[src/sv/blsl_pkg.sv]
// Boot image section loader: shared types and constants.
// Used by the parser, the result register and the top level.
`timescale 1ns / 1ps

package blsl_pkg;

  localparam int WORD_W  = 16;
  localparam int ADDR_W  = 32;
  localparam int KIND_W  = 2;
  localparam int ECODE_W = 2;
  localparam int CFG_INDEX_W = 8;

  // Configuration register indexes and reset values
  localparam logic [CFG_INDEX_W-1:0] CFG_HEADER_MAGIC = 8'd0;
  localparam logic [CFG_INDEX_W-1:0] CFG_PAD_VALUE    = 8'd1;
  localparam logic [WORD_W-1:0] MAGIC_RESET = 16'h09AA;
  localparam logic [WORD_W-1:0] PAD_RESET   = 16'h2020;

  // Result kinds
  localparam logic [KIND_W-1:0] KIND_WRITE = 2'd0;
  localparam logic [KIND_W-1:0] KIND_DONE  = 2'd1;
  localparam logic [KIND_W-1:0] KIND_ERROR = 2'd2;

  // Error codes
  localparam logic [ECODE_W-1:0] ERR_MAGIC = 2'd0;
  localparam logic [ECODE_W-1:0] ERR_CFG   = 2'd1;
  localparam logic [ECODE_W-1:0] ERR_PAD   = 2'd2;

  // One result transaction
  typedef struct packed {
    logic [KIND_W-1:0]  kind;
    logic [ADDR_W-1:0]  address;
    logic [WORD_W-1:0]  data;
    logic [ECODE_W-1:0] error_code;
  } result_t;

  // Parser output toward the result register
  typedef struct packed {
    logic    valid;
    result_t result;
  } emit_t;

endpackage

[src/sv/blsl_parser.sv]
// Boot image parser: configuration registers, phase sequencer and
// per-word result generation. Depends on blsl_pkg.
`timescale 1ns / 1ps

module blsl_parser
  import blsl_pkg::*;
(
  input  logic                   clk,
  input  logic                   rst,
  input  logic                   cfg_write,
  input  logic [CFG_INDEX_W-1:0] cfg_index,
  input  logic [WORD_W-1:0]      cfg_data,
  input  logic                   step,
  input  logic [WORD_W-1:0]      word,
  output emit_t                  emit
);

  localparam logic [3:0] PH_MAGIC    = 4'd0;
  localparam logic [3:0] PH_ENTRY_HI = 4'd1;
  localparam logic [3:0] PH_ENTRY_LO = 4'd2;
  localparam logic [3:0] PH_CFG      = 4'd3;
  localparam logic [3:0] PH_COUNT    = 4'd4;
  localparam logic [3:0] PH_LOAD_HI  = 4'd5;
  localparam logic [3:0] PH_LOAD_LO  = 4'd6;
  localparam logic [3:0] PH_DATA     = 4'd7;
  localparam logic [3:0] PH_PAD      = 4'd8;
  localparam logic [3:0] PH_HALT     = 4'd9;

  logic [WORD_W-1:0] header_magic;
  logic [WORD_W-1:0] pad_value;

  logic [3:0]        phase, phase_next;
  logic [WORD_W-1:0] high_half, high_half_next;
  logic [ADDR_W-1:0] entry_address, entry_address_next;
  logic [ADDR_W-1:0] load_address, load_address_next;
  logic [WORD_W-1:0] words_left, words_left_next;
  logic [1:0]        pads_left, pads_left_next;

  logic [WORD_W-1:0] words_dec;
  logic [1:0]        pads_dec;

  assign words_dec = words_left - 16'd1;
  assign pads_dec  = pads_left - 2'd1;

  // Configuration writes
  always_ff @(posedge clk) begin
    if (rst) begin
      header_magic <= MAGIC_RESET;
      pad_value    <= PAD_RESET;
    end else if (cfg_write) begin
      if (cfg_index == CFG_HEADER_MAGIC) begin
        header_magic <= cfg_data;
      end else if (cfg_index == CFG_PAD_VALUE) begin
        pad_value <= cfg_data;
      end
    end
  end

  // Next state and result for the current word
  always_comb begin
    phase_next         = phase;
    high_half_next     = high_half;
    entry_address_next = entry_address;
    load_address_next  = load_address;
    words_left_next    = words_left;
    pads_left_next     = pads_left;
    emit               = '0;
    case (phase)
      PH_MAGIC: begin
        if (word != header_magic) begin
          phase_next = PH_HALT;
          emit.valid = 1'b1;
          emit.result.kind = KIND_ERROR;
          emit.result.error_code = ERR_MAGIC;
        end else begin
          phase_next = PH_ENTRY_HI;
        end
      end
      PH_ENTRY_HI: begin
        high_half_next = word;
        phase_next     = PH_ENTRY_LO;
      end
      PH_ENTRY_LO: begin
        entry_address_next = {high_half, word};
        phase_next         = PH_CFG;
      end
      PH_CFG: begin
        if (word != '0) begin
          phase_next = PH_HALT;
          emit.valid = 1'b1;
          emit.result.kind = KIND_ERROR;
          emit.result.error_code = ERR_CFG;
        end else begin
          phase_next = PH_COUNT;
        end
      end
      PH_COUNT: begin
        if (word == '0) begin
          phase_next = PH_HALT;
          emit.valid = 1'b1;
          emit.result.kind = KIND_DONE;
          emit.result.address = entry_address;
        end else begin
          words_left_next = word;
          // pads = (4 - (count + 2) % 4) % 4, i.e. (2 - count) mod 4
          pads_left_next  = 2'd2 - word[1:0];
          phase_next      = PH_LOAD_HI;
        end
      end
      PH_LOAD_HI: begin
        high_half_next = word;
        phase_next     = PH_LOAD_LO;
      end
      PH_LOAD_LO: begin
        load_address_next = {high_half, word};
        if (words_left != '0) begin
          phase_next = PH_DATA;
        end else if (pads_left != '0) begin
          phase_next = PH_PAD;
        end else begin
          phase_next = PH_COUNT;
        end
      end
      PH_DATA: begin
        emit.valid = 1'b1;
        emit.result.kind = KIND_WRITE;
        emit.result.address = load_address;
        emit.result.data = word;
        load_address_next = load_address + 32'd1;
        words_left_next   = words_dec;
        if (words_dec == '0) begin
          phase_next = (pads_left != '0) ? PH_PAD : PH_COUNT;
        end
      end
      PH_PAD: begin
        if (word != pad_value) begin
          phase_next = PH_HALT;
          emit.valid = 1'b1;
          emit.result.kind = KIND_ERROR;
          emit.result.error_code = ERR_PAD;
        end else begin
          pads_left_next = pads_dec;
          if (pads_dec == '0) begin
            phase_next = PH_COUNT;
          end
        end
      end
      default: begin
        phase_next = PH_HALT;
      end
    endcase
  end

  // State update on each processed word
  always_ff @(posedge clk) begin
    if (rst) begin
      phase         <= PH_MAGIC;
      high_half     <= '0;
      entry_address <= '0;
      load_address  <= '0;
      words_left    <= '0;
      pads_left     <= '0;
    end else if (step) begin
      phase         <= phase_next;
      high_half     <= high_half_next;
      entry_address <= entry_address_next;
      load_address  <= load_address_next;
      words_left    <= words_left_next;
      pads_left     <= pads_left_next;
    end
  end

  // Halt is sticky until reset
  a_halt_sticky: assert property (@(posedge clk) disable iff (rst)
    phase == PH_HALT |=> phase == PH_HALT)
    else $error("parser left halt without reset");

  // Done is only produced at a section count
  a_done_from_count: assert property (@(posedge clk) disable iff (rst)
    emit.valid && emit.result.kind == KIND_DONE |-> phase == PH_COUNT)
    else $error("done emitted outside count phase");

  // Any error or done moves the parser to halt
  a_end_halts: assert property (@(posedge clk) disable iff (rst)
    step && emit.valid && emit.result.kind != KIND_WRITE |=> phase == PH_HALT)
    else $error("error or done did not halt the parser");

endmodule

[src/sv/blsl_out_reg.sv]
// Result register holding one transaction until the consumer takes it.
// Depends on blsl_pkg.
`timescale 1ns / 1ps

module blsl_out_reg
  import blsl_pkg::*;
(
  input  logic    clk,
  input  logic    rst,
  input  logic    load,
  input  result_t load_result,
  input  logic    stall,
  output logic    valid,
  output result_t result
);

  logic valid_r;

  // Valid flag: set on load, cleared when taken
  always_ff @(posedge clk) begin
    if (rst) begin
      valid_r <= 1'b0;
    end else if (load) begin
      valid_r <= 1'b1;
    end else if (!stall) begin
      valid_r <= 1'b0;
    end
  end

  // Payload
  always_ff @(posedge clk) begin
    if (load) begin
      result <= load_result;
    end
  end

  assign valid = valid_r;

endmodule

[src/sv/boot_image_section_loader_core.sv]
// Top level of the boot image section loader.
// Depends on blsl_pkg, blsl_parser and blsl_out_reg.
`timescale 1ns / 1ps

// The loader takes one 16-bit image word per cycle and gives at most one
// result per word: a memory write for each data word, done with the entry
// address, or an error (bad magic, nonzero configuration count, bad pad).
// A word is registered on acceptance, decoded in the next cycle against the
// phase sequencer, and its result lands in the output register when that
// register can take it. The input stalls only while both the word register
// and the output register are full and the output is stalled. After done or
// an error every word is taken and dropped until reset. Configuration writes
// belong to idle periods.

module boot_image_section_loader_core
  import blsl_pkg::*;
(
  input  logic                   clk,
  input  logic                   rst,
  input  logic                   cfg_write,
  input  logic [CFG_INDEX_W-1:0] cfg_index,
  input  logic [WORD_W-1:0]      cfg_data,
  input  logic                   in_valid,
  output logic                   in_stall,
  input  logic [WORD_W-1:0]      word,
  output logic                   out_valid,
  input  logic                   out_stall,
  output logic [KIND_W-1:0]      kind,
  output logic [ADDR_W-1:0]      address,
  output logic [WORD_W-1:0]      data,
  output logic [ECODE_W-1:0]     error_code
);

  logic              word_valid;
  logic [WORD_W-1:0] word_r;
  logic              step;
  emit_t             emit;
  result_t           result;

  // Word register advances whenever the output register can take a result
  assign step     = word_valid && !(out_valid && out_stall);
  assign in_stall = word_valid && !step;

  always_ff @(posedge clk) begin
    if (rst) begin
      word_valid <= 1'b0;
    end else if (!in_stall) begin
      word_valid <= in_valid;
    end
  end

  always_ff @(posedge clk) begin
    if (in_valid && !in_stall) begin
      word_r <= word;
    end
  end

  blsl_parser u_parser (
    .clk       (clk),
    .rst       (rst),
    .cfg_write (cfg_write),
    .cfg_index (cfg_index),
    .cfg_data  (cfg_data),
    .step      (step),
    .word      (word_r),
    .emit      (emit)
  );

  blsl_out_reg u_out_reg (
    .clk         (clk),
    .rst         (rst),
    .load        (step && emit.valid),
    .load_result (emit.result),
    .stall       (out_stall),
    .valid       (out_valid),
    .result      (result)
  );

  assign kind       = result.kind;
  assign address    = result.address;
  assign data       = result.data;
  assign error_code = result.error_code;

endmodule
[config.mk]
export PLATFORM = sky130hd
export DESIGN_NAME = boot_image_section_loader_core
export DESIGN_NICKNAME = d
export VERILOG_FILES = /design/src/sv/blsl_pkg.sv /design/src/sv/blsl_parser.sv /design/src/sv/blsl_out_reg.sv /design/src/sv/boot_image_section_loader_core.sv
export SDC_FILE = /design/constraint.sdc
export NUM_CORES = 1
export LEC_CHECK = 0
export ABC_AREA = 1
export BUFFER_PORTS_ARGS = -buffer_cell sky130_fd_sc_hd__buf_2
export CELL_PAD_IN_SITES_DETAIL_PLACEMENT = 0
export CELL_PAD_IN_SITES_GLOBAL_PLACEMENT = 2
export CORE_UTILIZATION = 35
export DETAILED_ROUTE_END_ITERATION = 12
export PLACE_DENSITY_LB_ADDON = 0.1
export SYNTH_ARGS = -nofsm -noshare
export SYNTH_HDL_FRONTEND = slang
export SYNTH_SLANG_ARGS = --single-unit
[constraint.sdc]
create_clock -name clk -period 3.8 [get_ports clk]
set_input_delay 0.76 -clock clk [delete_from_list [all_inputs] [get_ports clk]]
set_output_delay 0.76 -clock clk [all_outputs]
set_load 0.01 [all_outputs]
==> results.cfg <==
[timing]
slew_violations = 0
finalSetupTns_ns = 0
finClkSkew_ns = 0.0130
finalCriticalPeriod_ns = 2.64
worst_pin_slew_ns = 0.844
max_freq_mhz = 378
finalCritPeriodShare_pct = 69.6
slew_headroom_pct = 43.7
setup_viol = 0
grt_setup_unrepaired = false
finalHoldViolations = 0

[grt]
grt_max_degree = 60
grt_pass1_vias = 8139
grt_pass1_wl_mm = 48.4
grt_usage_pct = 22.6
antenna_found_initial = 0
overflow = 0

[logic_synthesis]
async_flop_share_pct = 0
synth-edff-count = 68
ys.flop_type = dfxtp_1
syn_nets = 1253
synth-seq-cells = 204
synth_top_cell_by_area = dfxtp_1
synthTopCellsByArea = dfxtp_1, edfxtp_1, nand2_1
netlist_area_um2 = 9590
post_synth.cell_area_avg_um2 = 7.98
yosysWarnings = 0
netlist_instances = 1201
synth_cell_type_count = 44
ys_seq_area_share_pct = 49.7
yosysTopAreaCellShare_pct = 28.4

[route]
drt_pass1_iterations = 6
drtIter0Drc = 517
routedWlPerCell_um = 19.1
drc = 0
drtAntennaViolNets = 0
vias = 8357
viasPerCell = 5.08
wl_mm = 31.5

[power]
p_leak_nw = 4.48
peakVddDrop_mv = 0.256
p_per_area_nw_per_um2 = 448

[floorplanning]
fp.dieH_um = 168
start_util_pct = 35.6
core-area_um2 = 27000
dieWidth_um = 168
io_pins = 99
die_area_um2 = 28100
num_rows = 60

[worst_hold_path]
hold_class = input port to flop

[critical_path]
endpoint_kind = flop
worst_ep_required_time_ns = 4.01
cpMostUsedCell = nand3_1
criticalPathCategory = flop to flop
crit_chain = inv_1, nand4_1, nor2_1, nand3_1, clkinv_1, nor3_1, nand3_1, nand2_1, inv_2, buf_12
cp_max_fo = 34
worst-r2r-setup-slack_ns = 1.16
cp-start-kind = flop
cp_top_family = buffers and inverters
critPathArrivalTime_ns = 2.85
cpMaxStageDelayCell = edfxtp_1
critPathMaxStageDelay_ns = 0.57
crit_buf_inv = 4

[clock_tree]
cts.reportedPaths.clkPinSlew_ns = 0.06
clockBufferDepth = 3
cts_root_buffer = clkbuf_16
cts_resized = 0
cts_tree = built
clk_latency_ns = 0.52
post_cts_buffers = 0
tritoncts.num_buffers = 24
hold_buffers = 0
htree_levels = 1
cts.sinks = 204

[final_layout]
final_util_pct = 41.4
layout-drive-gt1-share_pct = 13.6
multi_input_area_um2 = 4100
nNetsFinal = 1339
antenna_cells = 0
area_growth_pct = 16.5
seq_area_um2 = 4760
nFillCells = 2770

[flow_run]
maxCapViolations = 0

[outcome]
outcome = complete, no violations

[placed_design]
gp_congestion = 0.805
io_buffers = 98
hpwl_mm = 23.0
path summary, 6_finish.rpt:
path	from	endpoint	cells past startpoint
setup / recovery	word_r[6]$_DFFE_PP_	u_out_reg.result[23]$_DFFE_PP_	10
hold / removal	word[5]	word_r[5]$_DFFE_PP_	1
setup reg to reg	word_r[6]$_DFFE_PP_	u_out_reg.result[23]$_DFFE_PP_	10
hold reg to reg	u_parser.load_address[31]$_SDFFE_PP0P_	u_parser.load_address[31]$_SDFFE_PP0P_	2
registers in the layout, summed over array words and instances (netlist names), 2 cells and up:
register,count
u_parser.header_magic,16
u_out_reg.result,52
u_parser.entry_address,32
u_parser.phase,4
u_parser.load_address,32
u_parser.high_half,16
u_parser.pad_value,16
u_parser.words_left,16
word_r,16
u_parser.pads_left,2
synth_stat cells, types with 2 or more instances:
master	instances
ha_1	7
inv_2	4
nand4_1	22
buf_2	21
o21ai_1	4
clkbuf_1	28
buf_4	2
nor2_2	5
a31oi_1	13
nand2_2	10
dfxtp_1	136
edfxtp_1	68
nor4_1	3
nand3b_1	4
a21oi_1	96
xor2_1	9
nor2_1	129
or2_2	2
nand3_1	37
nand2_1	224
xnor2_1	28
a211oi_1	13
o211ai_1	21
inv_1	127
o311ai_0	2
nor3_1	23
buf_1	2
o21ai_0	143
o2111ai_1	2
nor2_4	2
worst register-to-register path, delay by kind of cell, from the launching register on:
kind	cells	cell delay [ns]
flops	1	0.57
simple gates	6	0.73
buf+inv	4	1.00
logic make-up after synthesis:
logic type                 Yosys count  share of synthesized area (%)
adders and majority gates            7                          0.913
DFF                                204                           49.7
and+or+nand+nor                    468                           21.3
buffers and inverters              185                           7.59
AOI/OAI and AO/OA                  299                           17.1
muxes                                1                          0.104
xor gates and xnor gates            37                           3.38
report_power, final:
group          internal [mW]  leakage (nW)  switching, mW  total [mW]
registers               2.33          1.71         0.0563        2.39
logic                  0.132          2.40          0.279       0.411
clock network           1.29         0.367          0.917        2.20
total                   3.75          4.48           1.25        5.00
routing by layer:
metal / up-vias / GRT usage [%] / share of wire [%]
li1: 4213 / - / -
met1: 3877 / 31.9 / 48
met2: 219 / 35.8 / 44
met3: 48 / 2.81 / 4.1
met4: 0 / 7.46 / 3.0
met5: - / 0 / 0
through the flow:
step                      hold slack, ns  setup WS, ns  std cells  total power, mW  area (um2)
after floorplan                    0.443         0.975       1201             2.66        9590
after global placement             0.454          1.17       1602             2.85       10400
after detailed placement           0.461          1.10       1602             2.84       10400
after CTS                          0.399          1.11       1646             5.05       11200
after global routing               0.403         0.987       1646             5.19       11200
final                              0.418          1.16       1646             5.00       11200
area by class of cell:
class                           count  area share [%]
Clock buffer                       33            5.96
Multi-Input combinational cell    812            36.7
Timing Repair Buffer              113            5.73
Tap cell                          341            3.82
Clock inverter                     11           0.672
Sequential cell                   204            42.7
Inverter                          132            4.44
layout by cell type, fill, tap and decap left out, drive strengths merged:
cell / n
o21ai: 147
nand4: 22
or2: 2
edfxtp: 68
a221oi: 1
nand3: 37
a211oi: 13
nand2: 235
buf: 113
mux2i: 1
bufinv: 1
dfxtp: 136
o221ai: 1
xnor2: 28
inv: 131
a41oi: 1
o311ai: 2
nor3: 25
o2111ai: 2
a31oi: 13
o41ai: 1
nor3b: 1
nand3b: 4
nor2: 137
clkinv: 11
clkbuf: 33
xor2: 9
a21oi: 96
nor4: 5
ha: 7
o211ai: 22
(Power assumes the default switching activity.)
